### src/hdl/wpim_pkg.sv
`default_nettype none

package wpim_pkg;

    // Default sizes, handed to the top level parameters.
    localparam int PATTERN_MAX_DEF   = 32;
    localparam int ALPHABET_SIZE_DEF = 26;

    // Fixed field widths.
    localparam int LETTER_W   = 5;
    localparam int PLEN_W     = 6;
    localparam int LETTERS0_W = 60;
    localparam int LETTERS1_W = 60;
    localparam int LETTERS2_W = 40;
    localparam int PAT_BITS   = LETTERS0_W + LETTERS1_W + LETTERS2_W;

    // Register interface.
    localparam int CFG_ADDR_W = 5;
    localparam int CFG_DATA_W = 64;
    localparam int REG_IDX_W  = 2;

    // Register indexes, taken from paddr[4:3].
    localparam logic [REG_IDX_W-1:0] REG_PATTERN_LENGTH = 2'd0;
    localparam logic [REG_IDX_W-1:0] REG_LETTERS_0      = 2'd1;
    localparam logic [REG_IDX_W-1:0] REG_LETTERS_1      = 2'd2;
    localparam logic [REG_IDX_W-1:0] REG_LETTERS_2      = 2'd3;

    // Reset values.
    localparam logic [PLEN_W-1:0] PLEN_RESET = 6'd1;

    // Pattern held in the register file.
    typedef struct packed {
        logic [PLEN_W-1:0]     pattern_length;
        logic [LETTERS2_W-1:0] letters_2;
        logic [LETTERS1_W-1:0] letters_1;
        logic [LETTERS0_W-1:0] letters_0;
    } t_cfg;

    // One request to a letter map per accepted item.
    typedef struct packed {
        logic                step;    // an item is accepted this cycle
        logic                lookup;  // the letter takes part in the comparison
        logic                clear;   // last letter of the word, forget all codes
        logic [LETTER_W-1:0] letter;
    } t_map_req;

endpackage

`default_nettype wire

### src/hdl/wpim_ram.sv
`default_nettype none

module wpim_ram #(
    parameter  int WIDTH = 8,
    parameter  int DEPTH = 32,
    localparam int AW    = $clog2(DEPTH)
) (
    input  logic             i_clk,
    input  logic             i_we,
    input  logic [AW-1:0]    i_waddr,
    input  logic [WIDTH-1:0] i_wdata,
    input  logic             i_re,
    input  logic [AW-1:0]    i_raddr,
    output logic [WIDTH-1:0] o_rdata
);

    logic [WIDTH-1:0] r_mem [DEPTH];
    logic [WIDTH-1:0] r_rdata;

    always_ff @(posedge i_clk) begin
        if (i_we) begin
            r_mem[i_waddr] <= i_wdata;
        end
        if (i_re) begin
            r_rdata <= r_mem[i_raddr];
        end
    end

    assign o_rdata = r_rdata;

endmodule

`default_nettype wire

### src/hdl/wpim_map.sv
`default_nettype none

// First-occurrence letter map: seen flags in flops, codes in a small RAM.
// The code of the current letter is valid in the cycle after the request.
module wpim_map #(
    parameter  int ALPHABET_SIZE = wpim_pkg::ALPHABET_SIZE_DEF,
    localparam int AW            = $clog2(ALPHABET_SIZE),
    localparam int CW            = $clog2(ALPHABET_SIZE)
) (
    input  logic                i_clk,
    input  logic                i_rst_n,
    input  wpim_pkg::t_map_req  i_req,
    output logic [CW-1:0]       o_code
);

    localparam int NW = $clog2(ALPHABET_SIZE + 1);

    logic [ALPHABET_SIZE-1:0] r_seen;
    logic [ALPHABET_SIZE-1:0] n_seen;
    logic [NW-1:0]            r_next;
    logic [NW-1:0]            n_next;
    logic                     r_new;
    logic [CW-1:0]            r_new_code;
    logic [AW-1:0]            w_addr;
    logic                     w_new;
    logic [CW-1:0]            w_rdata;

    assign w_addr = i_req.letter[AW-1:0];
    assign w_new  = i_req.lookup && !r_seen[w_addr];

    always_comb begin
        n_seen = r_seen;
        n_next = r_next;
        if (i_req.step) begin
            if (i_req.clear) begin
                n_seen = '0;
                n_next = '0;
            end else if (w_new) begin
                n_seen[w_addr] = 1'b1;
                n_next         = r_next + NW'(1);
            end
        end
    end

    always_ff @(posedge i_clk) begin
        if (!i_rst_n) begin
            r_seen <= '0;
            r_next <= '0;
        end else begin
            r_seen <= n_seen;
            r_next <= n_next;
        end
    end

    // A new letter takes the next code directly; a known one reads it back.
    always_ff @(posedge i_clk) begin
        if (i_req.step) begin
            r_new      <= w_new;
            r_new_code <= r_next[CW-1:0];
        end
    end

    wpim_ram #(
        .WIDTH (CW),
        .DEPTH (ALPHABET_SIZE)
    ) u_code_ram (
        .i_clk   (i_clk),
        .i_we    (i_req.step && w_new),
        .i_waddr (w_addr),
        .i_wdata (r_next[CW-1:0]),
        .i_re    (i_req.step),
        .i_raddr (w_addr),
        .o_rdata (w_rdata)
    );

    assign o_code = r_new ? r_new_code : w_rdata;

endmodule

`default_nettype wire

### src/hdl/wpim_cfg.sv
`default_nettype none

// Register file on the APB-style port. Register i sits at byte address 8*i.
module wpim_cfg (
    input  logic                                i_clk,
    input  logic                                i_rst_n,
    input  logic                                psel,
    input  logic                                penable,
    input  logic                                pwrite,
    input  logic [wpim_pkg::CFG_ADDR_W-1:0]     paddr,
    input  logic [wpim_pkg::CFG_DATA_W-1:0]     pwdata,
    output logic [wpim_pkg::CFG_DATA_W-1:0]     prdata,
    output logic                                pready,
    output wpim_pkg::t_cfg                      o_cfg
);

    wpim_pkg::t_cfg                     r_cfg;
    logic                               w_wr;
    logic [wpim_pkg::REG_IDX_W-1:0]     w_idx;

    assign pready = 1'b1;
    assign w_wr   = psel && penable && pwrite;
    assign w_idx  = paddr[wpim_pkg::CFG_ADDR_W-1:3];

    always_ff @(posedge i_clk) begin
        if (!i_rst_n) begin
            r_cfg.pattern_length <= wpim_pkg::PLEN_RESET;
            r_cfg.letters_0      <= '0;
            r_cfg.letters_1      <= '0;
            r_cfg.letters_2      <= '0;
        end else if (w_wr) begin
            case (w_idx)
                wpim_pkg::REG_PATTERN_LENGTH: begin
                    r_cfg.pattern_length <= pwdata[wpim_pkg::PLEN_W-1:0];
                end
                wpim_pkg::REG_LETTERS_0: begin
                    r_cfg.letters_0 <= pwdata[wpim_pkg::LETTERS0_W-1:0];
                end
                wpim_pkg::REG_LETTERS_1: begin
                    r_cfg.letters_1 <= pwdata[wpim_pkg::LETTERS1_W-1:0];
                end
                wpim_pkg::REG_LETTERS_2: begin
                    r_cfg.letters_2 <= pwdata[wpim_pkg::LETTERS2_W-1:0];
                end
                default: begin
                end
            endcase
        end
    end

    always_comb begin
        case (w_idx)
            wpim_pkg::REG_PATTERN_LENGTH: begin
                prdata = wpim_pkg::CFG_DATA_W'(r_cfg.pattern_length);
            end
            wpim_pkg::REG_LETTERS_0: begin
                prdata = wpim_pkg::CFG_DATA_W'(r_cfg.letters_0);
            end
            wpim_pkg::REG_LETTERS_1: begin
                prdata = wpim_pkg::CFG_DATA_W'(r_cfg.letters_1);
            end
            wpim_pkg::REG_LETTERS_2: begin
                prdata = wpim_pkg::CFG_DATA_W'(r_cfg.letters_2);
            end
            default: begin
                prdata = '0;
            end
        endcase
    end

    assign o_cfg = r_cfg;

endmodule

`default_nettype wire

### src/hdl/word_pattern_isomorphism_match.sv
`default_nettype none

// Channel   | Direction | Signals                                  | Carries
// ----------+-----------+------------------------------------------+-------------------------------
// letters   | in        | i_s_tvalid o_s_tready i_s_tdata i_s_tlast | one letter, tlast ends a word
// results   | out       | o_m_tvalid i_m_tready o_m_tdata           | one item per finished word
// registers | in/out    | psel penable pwrite paddr pwdata prdata   | pattern length and letters
//
// One letter is accepted every cycle unless the input stalls. Each letter goes through
// two stages: in the first the seen flags decide whether the letter is new and the
// code RAMs are read or written; in the second the two codes are compared and the
// word's result is formed into the output register. Reset is synchronous and active
// low; it loads the pattern length with one and clears both letter maps. The input
// stalls only when a finished word's result is ready to leave while the output
// register still holds an item not yet taken.
module word_pattern_isomorphism_match #(
    parameter int PATTERN_MAX   = wpim_pkg::PATTERN_MAX_DEF,
    parameter int ALPHABET_SIZE = wpim_pkg::ALPHABET_SIZE_DEF
) (
    input  logic                                i_clk,
    input  logic                                i_rst_n,
    // Letter stream.
    input  logic                                i_s_tvalid,
    output logic                                o_s_tready,
    input  logic [7:0]                          i_s_tdata,   // [4:0] letter, [7:5] zero
    input  logic                                i_s_tlast,   // end_of_word
    // Result stream.
    output logic                                o_m_tvalid,
    input  logic                                i_m_tready,
    output logic [7:0]                          o_m_tdata,   // [0] matched, [1] length_mismatch
    // Register port.
    input  logic                                psel,
    input  logic                                penable,
    input  logic                                pwrite,
    input  logic [wpim_pkg::CFG_ADDR_W-1:0]     paddr,
    input  logic [wpim_pkg::CFG_DATA_W-1:0]     pwdata,
    output logic [wpim_pkg::CFG_DATA_W-1:0]     prdata,
    output logic                                pready
);

    localparam int PW = $clog2(PATTERN_MAX + 2);
    localparam int CW = $clog2(ALPHABET_SIZE);
    localparam logic [wpim_pkg::PLEN_W-1:0]   PMAX6  = wpim_pkg::PLEN_W'(PATTERN_MAX);
    localparam logic [wpim_pkg::PLEN_W-1:0]   ALPHA6 = wpim_pkg::PLEN_W'(ALPHABET_SIZE);
    localparam logic [PW-1:0]                 POS_SAT = PW'(PATTERN_MAX + 1);

    wpim_pkg::t_cfg                         w_cfg;
    wpim_pkg::t_map_req                     w_wreq;
    wpim_pkg::t_map_req                     w_preq;
    logic [wpim_pkg::PAT_BITS-1:0]          w_pat_all;

    // Front stage: position tracking and map requests.
    logic                                   w_accept;
    logic                                   w_stall;
    logic [wpim_pkg::LETTER_W-1:0]          w_letter;
    logic [wpim_pkg::LETTER_W-1:0]          w_pat_letter;
    logic [wpim_pkg::PLEN_W-1:0]            w_pos6;
    logic [wpim_pkg::PLEN_W-1:0]            w_pos_next6;
    logic [7:0]                             w_pidx;
    logic                                   w_in_range;
    logic                                   w_cmp;
    logic                                   w_word_ok;
    logic                                   w_pat_ok;
    logic                                   w_force;
    logic                                   w_len_bad;
    logic [PW-1:0]                          r_pos;
    logic [PW-1:0]                          n_pos;
    logic [PW-1:0]                          w_pos_next;

    // Compare stage.
    logic                                   r_s1_valid;
    logic                                   r_s1_last;
    logic                                   r_s1_cmp;
    logic                                   r_s1_word_ok;
    logic                                   r_s1_pat_ok;
    logic                                   r_s1_force;
    logic                                   r_s1_len_bad;
    logic [CW-1:0]                          w_word_code;
    logic [CW-1:0]                          w_pat_code;
    logic                                   w_item_bad;
    logic                                   w_load;
    logic                                   r_mis;

    // Output register.
    logic                                   r_o_valid;
    logic                                   r_o_matched;
    logic                                   r_o_len_bad;

    wpim_cfg u_cfg (
        .i_clk   (i_clk),
        .i_rst_n (i_rst_n),
        .psel    (psel),
        .penable (penable),
        .pwrite  (pwrite),
        .paddr   (paddr),
        .pwdata  (pwdata),
        .prdata  (prdata),
        .pready  (pready),
        .o_cfg   (w_cfg)
    );

    // Handshakes. A finished word in the compare stage waits for the output slot.
    assign w_stall    = r_s1_valid && r_s1_last && r_o_valid && !i_m_tready;
    assign o_s_tready = !w_stall;
    assign w_accept   = i_s_tvalid && o_s_tready;

    assign w_letter  = i_s_tdata[wpim_pkg::LETTER_W-1:0];
    assign w_pat_all = {w_cfg.letters_2, w_cfg.letters_1, w_cfg.letters_0};

    // Pattern letter at the current position; only used while the position is
    // below PATTERN_MAX, so five index bits cover it.
    assign w_pos6       = wpim_pkg::PLEN_W'(r_pos);
    assign w_pidx       = {3'b000, w_pos6[4:0]} * 8'd5;
    assign w_pat_letter = w_pat_all[w_pidx +: wpim_pkg::LETTER_W];

    assign w_in_range = w_pos6 < PMAX6;
    assign w_cmp      = w_in_range && (w_pos6 < w_cfg.pattern_length);
    assign w_word_ok  = {1'b0, w_letter} < ALPHA6;
    assign w_pat_ok   = {1'b0, w_pat_letter} < ALPHA6;
    // Past the longest pattern every letter fails; past the configured length
    // only a letter outside the alphabet does.
    assign w_force    = !w_in_range || (!w_cmp && !w_word_ok);

    assign w_pos_next  = (r_pos == POS_SAT) ? r_pos : r_pos + PW'(1);
    assign w_pos_next6 = wpim_pkg::PLEN_W'(w_pos_next);
    assign w_len_bad   = (w_pos_next6 > PMAX6) || (w_pos_next6 != w_cfg.pattern_length);

    always_comb begin
        n_pos = r_pos;
        if (w_accept) begin
            n_pos = i_s_tlast ? '0 : w_pos_next;
        end
    end

    always_ff @(posedge i_clk) begin
        if (!i_rst_n) begin
            r_pos <= '0;
        end else begin
            r_pos <= n_pos;
        end
    end

    always_comb begin
        w_wreq.step   = w_accept;
        w_wreq.lookup = w_cmp && w_word_ok;
        w_wreq.clear  = i_s_tlast;
        w_wreq.letter = w_letter;
        w_preq.step   = w_accept;
        w_preq.lookup = w_cmp && w_pat_ok;
        w_preq.clear  = i_s_tlast;
        w_preq.letter = w_pat_letter;
    end

    wpim_map #(
        .ALPHABET_SIZE (ALPHABET_SIZE)
    ) u_word_map (
        .i_clk   (i_clk),
        .i_rst_n (i_rst_n),
        .i_req   (w_wreq),
        .o_code  (w_word_code)
    );

    wpim_map #(
        .ALPHABET_SIZE (ALPHABET_SIZE)
    ) u_pat_map (
        .i_clk   (i_clk),
        .i_rst_n (i_rst_n),
        .i_req   (w_preq),
        .o_code  (w_pat_code)
    );

    // Compare stage registers. The stage only holds still while stalled, and
    // then nothing is accepted.
    always_ff @(posedge i_clk) begin
        if (!i_rst_n) begin
            r_s1_valid <= 1'b0;
        end else if (!w_stall) begin
            r_s1_valid <= w_accept;
        end
    end

    always_ff @(posedge i_clk) begin
        if (w_accept) begin
            r_s1_last    <= i_s_tlast;
            r_s1_cmp     <= w_cmp;
            r_s1_word_ok <= w_word_ok;
            r_s1_pat_ok  <= w_pat_ok;
            r_s1_force   <= w_force;
            r_s1_len_bad <= w_len_bad;
        end
    end

    assign w_item_bad = r_s1_force
                     || (r_s1_cmp && (!r_s1_word_ok || !r_s1_pat_ok
                                      || (w_word_code != w_pat_code)));
    assign w_load     = r_s1_valid && r_s1_last && !w_stall;

    // Running mismatch of the word in flight; cleared as its last letter leaves.
    always_ff @(posedge i_clk) begin
        if (!i_rst_n) begin
            r_mis <= 1'b0;
        end else if (r_s1_valid && !w_stall) begin
            r_mis <= r_s1_last ? 1'b0 : (r_mis || w_item_bad);
        end
    end

    always_ff @(posedge i_clk) begin
        if (!i_rst_n) begin
            r_o_valid <= 1'b0;
        end else if (w_load) begin
            r_o_valid <= 1'b1;
        end else if (i_m_tready) begin
            r_o_valid <= 1'b0;
        end
    end

    always_ff @(posedge i_clk) begin
        if (w_load) begin
            r_o_matched <= !(r_mis || w_item_bad) && !r_s1_len_bad;
            r_o_len_bad <= r_s1_len_bad;
        end
    end

    assign o_m_tvalid = r_o_valid;
    assign o_m_tdata  = {6'b000000, r_o_len_bad, r_o_matched};

    // The input side only stalls behind a finished word and a full output slot.
    a_stall_cause: assert property (@(posedge i_clk) disable iff (!i_rst_n)
        !o_s_tready |-> (r_s1_valid && r_s1_last && r_o_valid))
        else $error("input stalled without a blocked result");

    // The last letter of a word restarts the position count.
    a_pos_restart: assert property (@(posedge i_clk) disable iff (!i_rst_n)
        (w_accept && i_s_tlast) |=> (r_pos == '0))
        else $error("position not cleared after end of word");

    // A new result comes only from a word's last letter in the compare stage.
    a_result_source: assert property (@(posedge i_clk) disable iff (!i_rst_n)
        (r_o_valid && !$past(r_o_valid)) |-> $past(r_s1_valid && r_s1_last))
        else $error("result without a finished word");

    // A word of the wrong length never matches.
    a_match_len: assert property (@(posedge i_clk) disable iff (!i_rst_n)
        r_o_valid |-> !(r_o_matched && r_o_len_bad))
        else $error("match reported with a length mismatch");

endmodule

`default_nettype wire

### config.mk
export PLATFORM = sky130hd
export DESIGN_NAME = word_pattern_isomorphism_match
export DESIGN_NICKNAME = d
export VERILOG_FILES = /design/src/hdl/wpim_pkg.sv /design/src/hdl/wpim_ram.sv /design/src/hdl/wpim_map.sv /design/src/hdl/wpim_cfg.sv /design/src/hdl/word_pattern_isomorphism_match.sv
export SDC_FILE = /design/constraint.sdc
export NUM_CORES = 1
export LEC_CHECK = 0
export ABC_AREA = 1
export CAP_MARGIN = 20
export CORE_MARGIN = 2
export CORE_UTILIZATION = 50
export CTS_BUF_LIST = sky130_fd_sc_hd__clkbuf_8
export CTS_CLUSTER_SIZE = 14
export DETAILED_ROUTE_END_ITERATION = 6
export DONT_BUFFER_PORTS = 1
export PLACE_DENSITY = 0.77
export SETUP_SLACK_MARGIN = 0.4
export SYNTH_ARGS = -nofsm -noshare
export SYNTH_HDL_FRONTEND = slang
export SYNTH_HIERARCHICAL = 1
export SYNTH_SLANG_ARGS = --single-unit
### constraint.sdc
create_clock -name i_clk -period 4.42 [get_ports i_clk]
set_input_delay 0 -clock i_clk [delete_from_list [all_inputs] [get_ports i_clk]]
set_output_delay 0 -clock i_clk [all_outputs]
set_load 0.005 [all_outputs]
==> run metrics <==
met1 layer usage reported by global route 32.5%; Skew-Pair Late Insertion Delay 0.66 ns; Mapped Area 26400 um^2; achievable clock frequency 250 MHz; Buf+Inv Stages, Crit Path 6; sinks on the clock net 527; buffer depth of the longest clock path 3; CTS tree done; DRC violation count after routing 0; Die Y 234 um; worst clock skew 0.0296 ns; vias after detailed routing 22.5k; data required time at the worst endpoint 4.74 ns; critical path arrival 4.32 ns; slowest library cell on the worst path dlygate4sd3_1; number of antenna violations at the first check in global routing 2; Min-Delay Path Depth 4; final setup violating endpoints 0; global-route track usage on met2 42.7%; wire length of the first global-routing pass 111000 um; placeable core area 52300 um^2; Final Net Count 3537; signed area change from the synthesized netlist to the final layout 11.8%; global-route layer with the greatest usage met2; chain of cells forming the critical path dlygate4sd3_1 > buf_16 > inv_4 > nand2_1 > nand2_1 > nand2_1 > dlygate4sd3_1 > nand2_1 > dlygate4sd3_1 > nand2_1 > nand2_1 > nor2_2 > nand3_1 > inv_1 > nand3_1 > nor2_2; fraction of final layout cells sized beyond drive strength 1 10.9%; syn_area_per_cell 7.78 um^2; row count 84; slew margin rel. 26.9%; kind of capture point of the worst setup path flop; peak supply drop 0.247 mV; number of cells traversed by the worst register-to-register path 18; final critical-path share of the clock period 90.4%; final-report hold violation count 0; critical path peak fanout 59; initial cell density of the core 50.5%; via count of the first global-routing pass 21.3k; weighted congestion at the end of routability-driven global placement 0.881; detailed-placement wirelength estimate 41700 um; GR Layer Usage met3 5.47%; gate count after technology mapping 3396; Final Hold Slack 0.0909 ns; DR vias/cell 5.36; total placed cells including tap cells 3930; top cell family by delay on the critical path buffers and inverters; Worst Setup Start Kind input port; fraction of synthesis flops using an asynchronous set or reset pin 0%; detailed-route wire length per cell 16.6 um; Die ar. 54700 um^2; fill cell count 4651; GRT overflow 0; total routed wirelength 69700 um; number of nets with antenna violations after routing 0; ratio of total power to cell area 362 nW/um^2; Distinct cells, synth 42; leakage power figure 12.0 nW; Top-Level Pins 160; number of flops mapped to enable cells by yosys 290; kind of critical path input port to flop; most common cell after layout, fill and taps aside nand2_1; count of maximum capacitance violations 0; count of synthesis-stage warnings from yosys 6; # port buffers 0; detailed-router iteration count before antenna repair 7; Post-Layout Cell Count 4204; DRC violation total after the first TritonRoute iteration 2378; number of gates on the worst path with buffers counted 16; Slew Viols, Final 0; maximum number of pins on one net before global-route repair 177; die width 234 um; type of the tightest min-delay check input port to flop; delay of the slowest cell on the worst path 0.81 ns; buffers inserted during post-CTS setup optimization 0; result of the run finished, final reports clean; min cycle time layout 4.00 ns; top library cells by usage in the layout, fill and taps aside nand2_1, nor2_1, nand3_1; cell at the root of the clock tree clkbuf_8; total negative setup slack 0 ns; slew at the pin closest to its max-slew limit 1.09 ns; Max H-tree Level 3; number of buffers created by CTS 88; Worst-path clk slew 0.06 ns; share of the yosys chip area belonging to registers 50.9%; GRT Total Usage 25.5%; setup repair after global routing missed its margin yes; most used cell, CP nand2_1; Top FF cell, synth edfxtp_1; flops & latches, synth 527
## cell type report
type	count	area [um^2]	area share, %
sequential	527	13500	45.6
multi-input combinational	2379	10800	36.5
timing repair buffer	151	1580	5.36
clock buffer	99	1360	4.61
inverter	296	1120	3.79
tap	688	861	2.92
clock inverter	63	369	1.25
antenna	1	2.50	0.00847
## power breakdown
| group | leakage [nW] | internal (W) | switching [W] |
|---|---|---|---|
| Combinational | 6.46 | 0.000328 | 0.000765 |
| Sequential | 4.50 | 0.00529 | 0.0000622 |
| Clock | 1.03 | 0.00229 | 0.00195 |
## cells in the mapped netlist (12+ instances only)
cell	instances	share of area, %
nor3_1	14	0.27
nand3_2	41	1.6
nand2_1	1073	15
clkbuf_1	28	0.40
buf_4	39	1.1
inv_1	246	3.5
a21oi_2	40	1.3
buf_2	85	1.6
dfxtp_1	237	18
o21ai_0	26	0.49
nand3_1	492	9.3
edfxtp_1	290	33
o21ai_1	16	0.30
inv_2	47	0.67
nand4_1	12	0.28
a21oi_1	36	0.68
buf_6	33	1.4
nor2_1	541	7.7
## kinds of logic after synthesis
family	share of synthesized area [%]
xor+xnor	0.365
other cells	0.0426
buf+inv	9.32
mux	0.426
fa+ha+maj	0.426
simple gates	35.2
compound gates	3.27
flops	50.9
## worst paths after layout
path                        start                                  to  slack, ns
min reg2reg  u_word_map/r_seen[2]                u_word_map/r_seen[2]       0.45
min                    i_m_tready                          o_m_tvalid       0.09
max reg2reg              r_pos[2]    u_pat_map/u_code_ram/r_mem[2][3]       0.50
max                  i_s_tdata[0]  u_word_map/u_code_ram/r_mem[13][4]       0.42
## per-layer routing
layer / vias to the layer above / wire length, um
li1: 10900 / -
met1: 10400 / 28600
met2: 1003 / 33000
met3: 154 / 6100
met4: 2 / 2010
met5: - / 13
## worst reg2reg max path: stages (launching register included)
cell and delay, ns:
dfxtp_1 0.49, inv_2 0.20, nor2_4 0.28, nand3_1 0.12, nand2_1 0.10, nor2_1 0.09
nand2_1 0.07, nand2_1 0.12, inv_1 0.16, inv_2 0.11, nand2_2 0.18, nor2_1 0.10
nand2_1 0.06, nand3_1 0.08, nor2_2 0.15, nand3_1 0.22, inv_1 0.29, nand3_2 0.37
nor2_2 0.39
## stage by stage
step	util [%]	worst slack [ns]	power, W	instance area (um^2)
3_5_place_dp	50.3	0.487	0.00636	26300
3_3_place_gp	50.3	0.565	0.00634	26300
6_report	56.4	0.424	0.0107	29500
5_1_grt	56.4	0.220	0.0111	29500
4_1_cts	55.7	0.492	0.0107	29200
2_1_floorplan	-	1.02	0.00619	26400
## sequential cells by signal (all words and copies together), names as in the netlist, 6 cells and up
signal and cells:
r_pos 6, u_cfg/o_cfg 166, u_pat_map/r_seen 26, u_pat_map/u_code_ram/r_mem 130
u_word_map/r_seen 26, u_word_map/u_code_ram/r_mem 130
## timing repair
item                                   CTS  global route
endpoints found under the hold margin  395             7
gates resized for setup                  0            65
hold buffers                           103             1
setup endpoints to repair                0           260
Note: power is estimated with default switching activity, not from simulation.
